## config.mk

```make
export PLATFORM = sky130hd
export DESIGN_NAME = multi_joint_slew_limiter
export DESIGN_NICKNAME = d
export VERILOG_FILES = /design/src/hw/rtl/mjsl_pkg.sv /design/src/hw/rtl/multi_joint_slew_limiter.sv /design/src/hw/rtl/mjsl_lane.sv /design/src/hw/rtl/mjsl_merge.sv
export VERILOG_INCLUDE_DIRS = /design/src /design/src/hw/rtl
export SDC_FILE = /design/constraint.sdc
export NUM_CORES = 2
export LEC_CHECK = 0
export BUFFER_PORTS_ARGS = -buffer_cell sky130_fd_sc_hd__buf_2
export CAP_MARGIN = 20
export CORE_ASPECT_RATIO = 0.6
export CORE_MARGIN = 2
export CORE_UTILIZATION = 52
export DETAILED_ROUTE_END_ITERATION = 10
export GPL_TIMING_DRIVEN = 0
export PLACE_DENSITY = 0.76
export SKIP_CTS_REPAIR_TIMING = 1
export SYNTH_ARGS = -nofsm -noshare
export SYNTH_HDL_FRONTEND = slang
export SYNTH_SLANG_ARGS = --single-unit
```

## constraint.sdc

```tcl
create_clock -name clock -period 24.9 [get_ports clock]
set_input_delay 7.47 -clock clock [delete_from_list [all_inputs] [get_ports clock]]
set_output_delay 7.47 -clock clock [all_outputs]
set_load 0.01 [all_outputs]
```

## src/hw/rtl/multi_joint_slew_limiter_macros.svh

```systemverilog
// Assertion helpers for the slew limiter.
`ifndef MULTI_JOINT_SLEW_LIMITER_MACROS_SVH
`define MULTI_JOINT_SLEW_LIMITER_MACROS_SVH

// Checked outside reset.
`define MJSL_ASSERT(label, prop, msg) \
   label: assert property (@(posedge clock) disable iff (reset) prop) else $error(msg);

// Checked at every edge, reset included.
`define MJSL_ASSERT_ALWAYS(label, prop, msg) \
   label: assert property (@(posedge clock) prop) else $error(msg);

`endif

```

## src/hw/rtl/mjsl_pkg.sv

```systemverilog
`timescale 1ns / 1ps
`default_nettype none

package mjsl_pkg;

   localparam int ANGLE_BITS    = 16;
   localparam int NUM_JOINTS    = 3;
   localparam int SPEED_BITS    = 15;
   localparam int TIME_BITS     = 32;
   localparam int FRAME_BITS    = 2;
   localparam int OFF_BITS      = ANGLE_BITS + 3;
   localparam int CSR_ADDR_BITS = 5;
   localparam int CSR_DATA_BITS = 32;
   localparam int REG_IDX_BITS  = 3;

   typedef logic signed [ANGLE_BITS-1:0] angle_type;
   typedef logic [SPEED_BITS-1:0]        speed_type;
   typedef logic [TIME_BITS-1:0]         time_type;

   typedef enum logic [1:0] {
      OP_SET      = 2'd0,
      OP_TICK     = 2'd1,
      OP_SNAPSHOT = 2'd2,
      OP_FREEZE   = 2'd3
   } op_type;

   typedef enum logic [REG_IDX_BITS-1:0] {
      REG_SPEED_A = 3'd0,
      REG_SPEED_B = 3'd1,
      REG_SPEED_C = 3'd2,
      REG_HOLD    = 3'd3,
      REG_TOL     = 3'd4,
      REG_TIMEOUT = 3'd5
   } reg_idx_type;

   localparam logic      HOLD_RESET    = 1'b1;
   localparam speed_type TOL_RESET     = 15'd205;
   localparam time_type  TIMEOUT_RESET = 32'd2000;

   typedef struct packed {
      op_type    operation;
      angle_type goal_a;
      angle_type goal_b;
      angle_type goal_c;
      angle_type sensed_a;
      angle_type sensed_b;
      angle_type sensed_c;
      time_type  now_ms;
   } req_type;

   typedef struct packed {
      logic [FRAME_BITS-1:0] frame_index;
      angle_type             drive_a;
      angle_type             drive_b;
      angle_type             drive_c;
      logic                  frame_written;
      logic                  last_frame;
      logic                  reached_event;
      logic                  alive;
   } rsp_type;

   typedef struct packed {
      logic   accept;
      op_type op;
      logic   run;
      logic   advance;
   } lane_ctl_type;

   typedef struct packed {
      logic done;
      logic off_tol;
   } lane_stat_type;

   typedef struct packed {
      logic reached;
      logic alive;
   } merge_type;

endpackage

`default_nettype wire

```

## src/hw/rtl/multi_joint_slew_limiter.sv

```systemverilog
`timescale 1ns / 1ps
`default_nettype none

// Three-joint slew limiter. Set, snapshot and freeze items do not occupy the
// block and give no result. An update tick gives NUM_FRAMES frame results,
// one per cycle while the output is not stalled: a frame counter walks the
// three joint lanes through the frames, one frame into the output register
// each cycle unless the output stalls. When nothing is pending and hold is
// off, a tick gives a single status-only result. The next item is taken in
// the cycle that issues the last frame of the current tick; a stalled output
// holds the frame counter and so delays that cycle. Registers at byte
// addresses 0x00/0x04/0x08: per-joint step limits (Q3.12, 0 jumps to target),
// 0x0C hold enable, 0x10 arrival tolerance, 0x14 timeout in ms; write only
// while no item is in flight.

module multi_joint_slew_limiter
   import mjsl_pkg::*;
#(
   parameter int NUM_FRAMES = 4
) (
   input  logic                     clock,
   input  logic                     reset,

   input  logic                     req_valid,
   output logic                     req_stall,
   input  req_type                  req_data,

   output logic                     rsp_valid,
   input  logic                     rsp_stall,
   output rsp_type                  rsp_data,

   input  logic                     psel,
   input  logic                     penable,
   input  logic                     pwrite,
   input  logic [CSR_ADDR_BITS-1:0] paddr,
   input  logic [CSR_DATA_BITS-1:0] pwdata,
   output logic [CSR_DATA_BITS-1:0] prdata,
   output logic                     pready
);

`include "multi_joint_slew_limiter_macros.svh"

   // configuration
   speed_type   speed_ff [NUM_JOINTS];
   logic        hold_ff;
   speed_type   tol_ff;
   time_type    timeout_ff;
   logic        csr_wr;
   reg_idx_type reg_sel;

   assign pready  = 1'b1;
   assign csr_wr  = psel & penable & pwrite;
   assign reg_sel = reg_idx_type'(paddr[CSR_ADDR_BITS-1:2]);

   always_ff @(posedge clock) begin
      if (reset) begin
         for (int j = 0; j < NUM_JOINTS; j++) begin
            speed_ff[j] <= '0;
         end
         hold_ff    <= HOLD_RESET;
         tol_ff     <= TOL_RESET;
         timeout_ff <= TIMEOUT_RESET;
      end else if (csr_wr) begin
         unique case (reg_sel)
            REG_SPEED_A: speed_ff[0] <= pwdata[SPEED_BITS-1:0];
            REG_SPEED_B: speed_ff[1] <= pwdata[SPEED_BITS-1:0];
            REG_SPEED_C: speed_ff[2] <= pwdata[SPEED_BITS-1:0];
            REG_HOLD:    hold_ff     <= pwdata[0];
            REG_TOL:     tol_ff      <= pwdata[SPEED_BITS-1:0];
            REG_TIMEOUT: timeout_ff  <= pwdata[TIME_BITS-1:0];
            default: ;
         endcase
      end
   end

   always_comb begin
      unique case (reg_sel)
         REG_SPEED_A: prdata = CSR_DATA_BITS'(speed_ff[0]);
         REG_SPEED_B: prdata = CSR_DATA_BITS'(speed_ff[1]);
         REG_SPEED_C: prdata = CSR_DATA_BITS'(speed_ff[2]);
         REG_HOLD:    prdata = CSR_DATA_BITS'(hold_ff);
         REG_TOL:     prdata = CSR_DATA_BITS'(tol_ff);
         REG_TIMEOUT: prdata = CSR_DATA_BITS'(timeout_ff);
         default:     prdata = '0;
      endcase
   end

   // handshake and frame sequencing
   logic                  busy_ff, busy_in;
   logic [FRAME_BITS-1:0] frame_ff, frame_in;
   logic [FRAME_BITS-1:0] last_ff, last_in;
   logic                  written_ff, written_in;
   logic                  reached_ff, reached_in;
   logic                  alive_ff, alive_in;
   logic                  rsp_valid_ff, rsp_valid_in;
   rsp_type               rsp_data_ff, rsp_data_in;

   logic                  out_free, emit, at_last, accept, tick_load, run;
   lane_ctl_type          lane_ctl;
   lane_stat_type [NUM_JOINTS-1:0] lane_stat;
   merge_type             merged;
   angle_type             goal_vec   [NUM_JOINTS];
   angle_type             sensed_vec [NUM_JOINTS];
   angle_type             frame_ang  [NUM_JOINTS];

   assign out_free  = !rsp_valid_ff || !rsp_stall;
   assign emit      = busy_ff && out_free;
   assign at_last   = (frame_ff == last_ff);
   assign req_stall = busy_ff && !(emit && at_last);
   assign accept    = req_valid && !req_stall;
   assign tick_load = accept && (req_data.operation == OP_TICK);

   assign lane_ctl.accept  = accept;
   assign lane_ctl.op      = req_data.operation;
   assign lane_ctl.run     = run;
   assign lane_ctl.advance = emit;

   assign goal_vec[0]   = req_data.goal_a;
   assign goal_vec[1]   = req_data.goal_b;
   assign goal_vec[2]   = req_data.goal_c;
   assign sensed_vec[0] = req_data.sensed_a;
   assign sensed_vec[1] = req_data.sensed_b;
   assign sensed_vec[2] = req_data.sensed_c;

   for (genvar j = 0; j < NUM_JOINTS; j++) begin : g_lane
      mjsl_lane #(
         .NUM_FRAMES (NUM_FRAMES)
      ) u_lane (
         .clock       (clock),
         .reset       (reset),
         .ctl         (lane_ctl),
         .goal        (goal_vec[j]),
         .sensed      (sensed_vec[j]),
         .speed       (speed_ff[j]),
         .tol         (tol_ff),
         .stat        (lane_stat[j]),
         .frame_angle (frame_ang[j])
      );
   end

   mjsl_merge u_merge (
      .clock       (clock),
      .reset       (reset),
      .accept      (accept),
      .op          (req_data.operation),
      .now_ms      (req_data.now_ms),
      .stat        (lane_stat),
      .hold_enable (hold_ff),
      .timeout_ms  (timeout_ff),
      .run         (run),
      .result      (merged)
   );

   always_comb begin
      busy_in    = busy_ff;
      frame_in   = frame_ff;
      last_in    = last_ff;
      written_in = written_ff;
      reached_in = reached_ff;
      alive_in   = alive_ff;
      if (emit) begin
         if (at_last) begin
            busy_in = 1'b0;
         end else begin
            frame_in = frame_ff + 1'b1;
         end
      end
      if (tick_load) begin
         busy_in    = 1'b1;
         frame_in   = '0;
         last_in    = run ? FRAME_BITS'(NUM_FRAMES - 1) : '0;
         written_in = run;
         reached_in = merged.reached;
         alive_in   = merged.alive;
      end
   end

   always_comb begin
      rsp_valid_in = emit | (rsp_valid_ff & rsp_stall);
      rsp_data_in  = rsp_data_ff;
      if (emit) begin
         rsp_data_in.frame_index   = frame_ff;
         rsp_data_in.drive_a       = frame_ang[0];
         rsp_data_in.drive_b       = frame_ang[1];
         rsp_data_in.drive_c       = frame_ang[2];
         rsp_data_in.frame_written = written_ff;
         rsp_data_in.last_frame    = at_last;
         rsp_data_in.reached_event = at_last & reached_ff;
         rsp_data_in.alive         = alive_ff;
      end
   end

   always_ff @(posedge clock) begin
      if (reset) begin
         busy_ff      <= 1'b0;
         rsp_valid_ff <= 1'b0;
      end else begin
         busy_ff      <= busy_in;
         rsp_valid_ff <= rsp_valid_in;
      end
   end

   always_ff @(posedge clock) begin
      frame_ff    <= frame_in;
      last_ff     <= last_in;
      written_ff  <= written_in;
      reached_ff  <= reached_in;
      alive_ff    <= alive_in;
      rsp_data_ff <= rsp_data_in;
   end

   assign rsp_valid = rsp_valid_ff;
   assign rsp_data  = rsp_data_ff;

   `MJSL_ASSERT(a_frame_range, busy_ff |-> frame_ff <= last_ff, "frame counter past last frame")
   `MJSL_ASSERT(a_tick_loads, tick_load |=> busy_ff && frame_ff == '0, "tick did not start at frame 0")
   `MJSL_ASSERT(a_status_single, busy_ff && !written_ff |-> last_ff == '0, "status tick with several frames")
   `MJSL_ASSERT_ALWAYS(a_reset_idle, reset |=> !busy_ff && !rsp_valid_ff, "not idle after reset")

endmodule

`default_nettype wire

```

## src/hw/rtl/mjsl_lane.sv

```systemverilog
`timescale 1ns / 1ps
`default_nettype none

module mjsl_lane
   import mjsl_pkg::*;
#(
   parameter int NUM_FRAMES = 4
) (
   input  logic          clock,
   input  logic          reset,
   input  lane_ctl_type  ctl,
   input  angle_type     goal,
   input  angle_type     sensed,
   input  speed_type     speed,
   input  speed_type     tol,
   output lane_stat_type stat,
   output angle_type     frame_angle
);

   angle_type             target_ff, target_in;
   angle_type             command_ff, command_in;
   angle_type             base_ff, base_in;
   angle_type             goal_ff, goal_in;
   logic [ANGLE_BITS:0]   dist_ff, dist_in;
   logic                  neg_ff, neg_in;
   logic [OFF_BITS-1:0]   off_ff, off_in;

   logic [ANGLE_BITS:0]   diff, mag, sdiff, smag;
   logic [OFF_BITS-1:0]   span;
   logic [OFF_BITS:0]     cmd_x, base_x, reach, frame_reach;
   angle_type             final_angle;
   logic                  speed_zero;

   assign speed_zero = (speed == '0);

   // distance left to the target at the start of a tick
   assign diff = (ANGLE_BITS+1)'(target_ff) - (ANGLE_BITS+1)'(command_ff);
   assign mag  = diff[ANGLE_BITS] ? (~diff + 1'b1) : diff;
   assign span = OFF_BITS'(speed) * OFF_BITS'(NUM_FRAMES);

   assign stat.done = speed_zero || (OFF_BITS'(mag) <= span);

   assign cmd_x       = (OFF_BITS+1)'(command_ff);
   assign reach       = diff[ANGLE_BITS] ? (cmd_x - {1'b0, span}) : (cmd_x + {1'b0, span});
   assign final_angle = stat.done ? target_ff : angle_type'(reach[ANGLE_BITS-1:0]);

   assign sdiff        = (ANGLE_BITS+1)'(sensed) - (ANGLE_BITS+1)'(target_ff);
   assign smag         = sdiff[ANGLE_BITS] ? (~sdiff + 1'b1) : sdiff;
   assign stat.off_tol = smag > (ANGLE_BITS+1)'(tol);

   // per-frame value: off_ff holds (frame + 1) * speed
   assign base_x      = (OFF_BITS+1)'(base_ff);
   assign frame_reach = neg_ff ? (base_x - {1'b0, off_ff}) : (base_x + {1'b0, off_ff});
   assign frame_angle = (speed_zero || (OFF_BITS'(dist_ff) <= off_ff)) ?
                        goal_ff : angle_type'(frame_reach[ANGLE_BITS-1:0]);

   always_comb begin
      target_in  = target_ff;
      command_in = command_ff;
      base_in    = base_ff;
      goal_in    = goal_ff;
      dist_in    = dist_ff;
      neg_in     = neg_ff;
      off_in     = ctl.advance ? (off_ff + OFF_BITS'(speed)) : off_ff;
      if (ctl.accept) begin
         unique case (ctl.op)
            OP_SET: begin
               target_in = goal;
            end
            OP_SNAPSHOT: begin
               target_in  = sensed;
               command_in = sensed;
            end
            OP_FREEZE: begin
               target_in = command_ff;
            end
            OP_TICK: begin
               base_in = command_ff;
               off_in  = OFF_BITS'(speed);
               if (ctl.run) begin
                  goal_in    = target_ff;
                  dist_in    = mag;
                  neg_in     = diff[ANGLE_BITS];
                  command_in = final_angle;
               end else begin
                  goal_in = command_ff;
                  dist_in = '0;
                  neg_in  = 1'b0;
               end
            end
         endcase
      end
   end

   always_ff @(posedge clock) begin
      if (reset) begin
         target_ff  <= '0;
         command_ff <= '0;
      end else begin
         target_ff  <= target_in;
         command_ff <= command_in;
      end
   end

   always_ff @(posedge clock) begin
      base_ff <= base_in;
      goal_ff <= goal_in;
      dist_ff <= dist_in;
      neg_ff  <= neg_in;
      off_ff  <= off_in;
   end

endmodule

`default_nettype wire

```

## src/hw/rtl/mjsl_merge.sv

```systemverilog
`timescale 1ns / 1ps
`default_nettype none

module mjsl_merge
   import mjsl_pkg::*;
(
   input  logic                           clock,
   input  logic                           reset,
   input  logic                           accept,
   input  op_type                         op,
   input  time_type                       now_ms,
   input  lane_stat_type [NUM_JOINTS-1:0] stat,
   input  logic                           hold_enable,
   input  time_type                       timeout_ms,
   output logic                           run,
   output merge_type                      result
);

   logic     pending_ff, pending_in;
   logic     arrived_ff, arrived_in;
   time_type arrival_ff, arrival_in;

   logic [NUM_JOINTS-1:0] done_vec, off_vec;
   logic     all_done, any_off, pend_tick, arrived_tick, late;
   time_type elapsed;

   always_comb begin
      for (int j = 0; j < NUM_JOINTS; j++) begin
         done_vec[j] = stat[j].done;
         off_vec[j]  = stat[j].off_tol;
      end
   end

   assign all_done = &done_vec;
   assign any_off  = |off_vec;

   assign run            = pending_ff | hold_enable;
   assign pend_tick      = run ? !all_done : pending_ff;
   assign result.reached = run && all_done && !arrived_ff;
   assign arrived_tick   = arrived_ff | result.reached;

   // elapsed counts from the stored arrival time; on the arrival tick itself late is held low
   assign elapsed = now_ms - arrival_ff;
   assign late    = !result.reached && (elapsed > timeout_ms);

   assign result.alive = pend_tick || !arrived_tick || (hold_enable && !late && any_off);

   always_comb begin
      pending_in = pending_ff;
      arrived_in = arrived_ff;
      arrival_in = arrival_ff;
      if (accept) begin
         unique case (op)
            OP_SET: begin
               pending_in = 1'b1;
               arrived_in = 1'b0;
            end
            OP_SNAPSHOT: begin
               pending_in = 1'b1;
            end
            OP_FREEZE: begin
               pending_in = 1'b0;
            end
            OP_TICK: begin
               pending_in = pend_tick;
               arrived_in = arrived_tick;
               if (result.reached) begin
                  arrival_in = now_ms;
               end
            end
         endcase
      end
   end

   always_ff @(posedge clock) begin
      if (reset) begin
         pending_ff <= 1'b1;
         arrived_ff <= 1'b1;
         arrival_ff <= '0;
      end else begin
         pending_ff <= pending_in;
         arrived_ff <= arrived_in;
         arrival_ff <= arrival_in;
      end
   end

endmodule

`default_nettype wire
```

---- Word-level counts from Yosys, hierarchy flattened ----
Memory sizes are Yosys's and may differ from the RTL's.
Index checks and enable logic that the tools add are counted.
storage, ports and cells
  register bits after elaboration ......... 448
  bits in writable memories ............... 45
  input bits .............................. 174
  logic and storage cells ................. 224
  memories ................................ 1
cells by class
  add/subtract/negate cells ............... 29
  order comparisons ....................... 10
  eq/ne operators ......................... 10
  mux-type cells .......................... 64
  bitwise logic cells ..................... 17
  reduce and logical (&&, ||, !) cells .... 51
memory list
  name      words  width  read ports  clocked after Yosys merged registers in  write ports  RTL line                        text
  speed_ff  3      15     3           0                                        3            multi_joint_slew_limiter.sv:44  speed_type speed_ff [NUM_JOINTS];
operator list
  cell                     number
  $mux W16                 18
  $pmux W32 S6             1
  $mux W19                 9
  $pmux W16 S3             3
  $add A17 B1 Y17 const B  6
  $mux W17                 6
  $not A17 Y17             6
  $sub A16 B16 Y17         6
  $add A16 B16 Y16         6
  $pmux W16 S2             3
  $sub A16 B16 Y16         6
  $add A19 B15 Y19         3
  $le A17 B19 Y1           3
  $gt A17 B15 Y1           3
  $le A17 B17 Y1           3
  $logic_not A15 Y1        3
  $mux W15                 3
  $gt A32 B32 Y1           1
  $sub A32 B32 Y32         1
  $mux W1                  18
  $reduce_and A2 Y1        8
  $logic_and A1 B1 Y1      10
  $logic_not A1 Y1         9
  $logic_or A1 B1 Y1       9
  other kinds (21)         37

---- Longest topological paths before layout ----
  word-level depth ........................ 15
  gate-level depth with buffers ........... 26
  depth with buffers taken out ............ 24

---- Modules after synthesis ----
From an unflattened synthesis, not the netlist that was laid out.
unflattened totals
  cell total of the unflattened synthesis .. 4789
  area total of the unflattened synthesis .. 41014.3 sq um
by module, submodules not included
  module                             times used  cells each  area each (sq um)  seq. area each (sq um)
  mjsl_lane at g_lane[1].u_lane ...  2           1243        10264.8            2522.4
  mjsl_lane at g_lane[0].u_lane      1           1260        10369.9            2522.4
  multi_joint_slew_limiter           1           476         6189.7             4103.9
  mjsl_merge                         1           567         3925.0             680.7

---- Worst setup path before layout ----
Ideal clock, no wire load.
  kind .................................... input to output
  start point ............................. in paddr[3]
  end point ............................... out prdata[11]
  arrival time ............................ 8627 ps
  data required time ...................... 17430 ps
  setup slack ............................. 8803 ps
  cell stages on the path ................. 4
  cell sequence ........................... buf_1 -> clkbuf_1 -> clkbuf_1 -> o21ai_0
between the ends
  cells in the longest elaborated chain, start to end .. 2
  elaborated cells between the ends (all ways) .. 7
  classes of those cells .................. eq/ne (5); mux (1); reduce/logical (1)
ends and longest elaborated chain
  item                                  RTL line                        text
  start, declared                       multi_joint_slew_limiter.sv:35  input logic [CSR_ADDR_BITS-1:0] paddr,
  $eq A3 B3 Y1 (tied with other cells)  multi_joint_slew_limiter.sv:77  unique case (reg_sel)
  $pmux W32 S6 (*)                      multi_joint_slew_limiter.sv:77
  end, declared                         multi_joint_slew_limiter.sv:37  output logic [CSR_DATA_BITS-1:0] prdata,
Mark *: on every way between the ends. The rest lies on a longest branch, timed or not.

---- Worst setup path after layout ----
  start point ............................. in paddr[3]
  end point ............................... out prdata[8]
The elaborated chain is that of the path after synthesis.

==> reports/results.ini <==
[synth]
yosysSeqAreaShare = 0.308
synth_edf_count = 252
ys_seq_elements = 491
syn-instance-count = 4770
synth_area_leaders = edfxtp_1, ha_1, dfxtp_1
yosys_warnings = 0
async_flop_share = 0
ys.flop_type = edfxtp_1
yosysMostFrequentCell = nand2_1
synth_top_area_frac = 0.189
yosys-top-cells-count = nand2_1, ha_1, nor2_1
yosysTopAreaCell = edfxtp_1
synth.distinct_cells = 92
syn_nets = 5401
synth.avg_cell_area_um2 = 8.41
syn-cell-area_um2 = 40100

[timing]
fin_tns_setup_ns = 0
clock.fmax_ghz = 0.0582
slew_headroom = 0.205
finalClockSkew_ns = 0.0389
finalSetupViolations = 0
hold_slack_ns = 0.424
final-max-slew-violation-count = 0
hold_viol_final = 0
rsz0062_at_grt = no
worstMarginPinSlew_ns = 1.19
period_share = 0.690
fin_crit_ns = 17.17

[clocking]
path_clk_slew_ns = 0.06
clk_latency_ns = 0.66
root_buffer = clkbuf_16
clockBufferDepth = 3
h-tree-depth = 2
numCtsBuffers = 52
cts_tree = yes
cts_sinks = 491

[placement]
portBuffers = 258
dp.cells = 6036
place.gp.congestion = 1.04
dp_hpwl_mm = 123

[global_route]
antenna_found_initial = 16
grt_pass1_wl_mm = 221
grt_pass1_vias = 34800
grt_max_degree = 44
track_usage = 0.371
grt_overflow = 0

[drt]
post_drt_wl_per_cell_um = 24.7
firstDrtPassIters = 6
wl_mm = 152
via_per_inst = 6.32
wl_met3_mm = 25.3
top_layer = met5
wirelength_met1_mm = 66.0
drc = 0
drtAntennaViolNets = 0
drtIter0Drc = 5551
vias = 38800
met2_length_mm = 54.7

[worst_setup_path]
slowest_delay_ns = 0.58
critPathMaxFanout = 10
required_ns = 17.43
critPathCaptureType = output port
start_kind = input pin
path_cells = buf_2, buf_1, clkbuf_1, mux2i_1, nor2_1, a21oi_1, o22ai_1, buf_2
crit_top_cell = buf_2
worstSetupPathType = in2out
cp.arrival_ns = 9.70
slowest_stage = buf_1

[die]
start_util = 0.528
dieArea_um2 = 79400
die_h_um = 219
io_pins = 263
num_rows = 78
dieWidth_um = 363
core_area_um2 = 75900

[job]
cap_violations = 0

[power_and_ir_drop]
ir_drop_uv = 57.6
leakage_nw = 18.6
cellPowerDensity_nw_per_um2 = 86.3

[cells_and_area]
area_delta_synth_final_pct = 11.3
post-route-util = 0.588
drive_gt1_frac = 0.0810
nets = 5722
fin_cells = 6142

[outcome]
status = completed

[min_path]
hp-class = reg2reg

==> flip-flops by register name (all words and copies together), names as in the netlist <==
name,cells
tol_ff,15
g_lane.u_lane.target_ff,48
rsp_data,54
frame_ff,2
g_lane.u_lane.command_ff,48
g_lane.u_lane.base_ff,48
u_merge.pending_ff,1
u_merge.arrival_ff,32
busy_ff,1
speed_ff,45
g_lane.u_lane.dist_ff,51
u_merge.arrived_ff,1
g_lane.u_lane.goal_ff,48
g_lane.u_lane.off_ff,57
g_lane.u_lane.neg_ff,3
last_ff,1
hold_ff,1
alive_ff,1
reached_ff,1
rsp_valid,1
timeout_ff,32
==> worst max-delay path: cells and delay by family <==
kind                   cells  cell delay (ns)
buffers and inverters      4             1.40
AO/OA/AOI/OAI              2             0.30
AND/OR/NAND/NOR            1             0.09
multiplexers               1             0.44
==> cell families after synthesis <==
kind of cell,share of synthesized area
AOI/OAI and AO/OA,0.205
xor gates and xnor gates,0.0793
adders and majority gates,0.146
buffers and inverters,0.0527
DFF,0.308
muxes,0.0373
other,0.0000935
and+or+nand+nor,0.172
==> routing by layer <==
metal	GRT usage	up-vias
met5	0.0196	-
met4	0.116	12
met3	0.145	317
met2	0.471	2499
met1	0.559	18200
li1	-	17800
==> worst paths after layout <==
path                            endpoint  slack, ns                           start  depth (start not counted)
hold reg to reg              rsp_data[0]       0.42                        alive_ff                          0
setup reg to reg  u_merge.arrival_ff[26]      17.31  g_lane[2].u_lane.command_ff[0]                         24
hold / removal               rsp_data[0]       0.42                        alive_ff                          0
setup / recovery               prdata[8]       7.73                        paddr[3]                          8
==> stage by stage <==
step                total power [W]  area, µm²  setup slack, ns
floorplan                   0.00239      40100             8.80
global placement            0.00288      42700             7.75
detailed placement          0.00292      42800             7.85
CTS                         0.00377      44600             7.84
global route                0.00406      44600             7.65
finish                      0.00385      44600             7.73
==> final cells by class <==
type                            instances  area [µm²]
Fill cell                            6841       31300
Multi-Input combinational cell       3727       25700
Sequential cell                       491       12400
Clock buffer                           66        1450
Timing Repair Buffer                  267        1430
Inverter                              377        1420
Tap cell                             1000        1250
Buffer                                175         706
Clock inverter                         32         374
Antenna cell                            7        17.5
==> power by group <==
group	internal [W]	total [W]	switching, W
clock	0.000477	0.000855	0.000378
sequential	0.000962	0.00108	0.000116
combinational	0.000760	0.00192	0.00116
==> cells in the final DEF, fill, tap and decap left out, types with 51 or more instances in the layout <==
master     netlist  routed
mux2i_1        137     137
o21a_1          62      62
a21oi_1        361     361
clkbuf_1       144     149
inv_1          376     376
buf_2            5     264
o211ai_1        96      96
xor2_1          99      99
nor2_1         385     385
nand4_1         51      51
clkbuf_16        0      53
a31oi_1         60      60
o21ai_0        246     246
a21o_1         101     101
nand2_1        511     511
xnor2_1        264     264
ha_1           441     441
dfxtp_1        239     239
nor2b_1         55      55
and3_1          55      55
a211oi_1        73      73
nor3_1         114     114
nand3_1         81      81
edfxtp_1       252     252
and2_1          69      69
(Power assumes the default switching activity.)
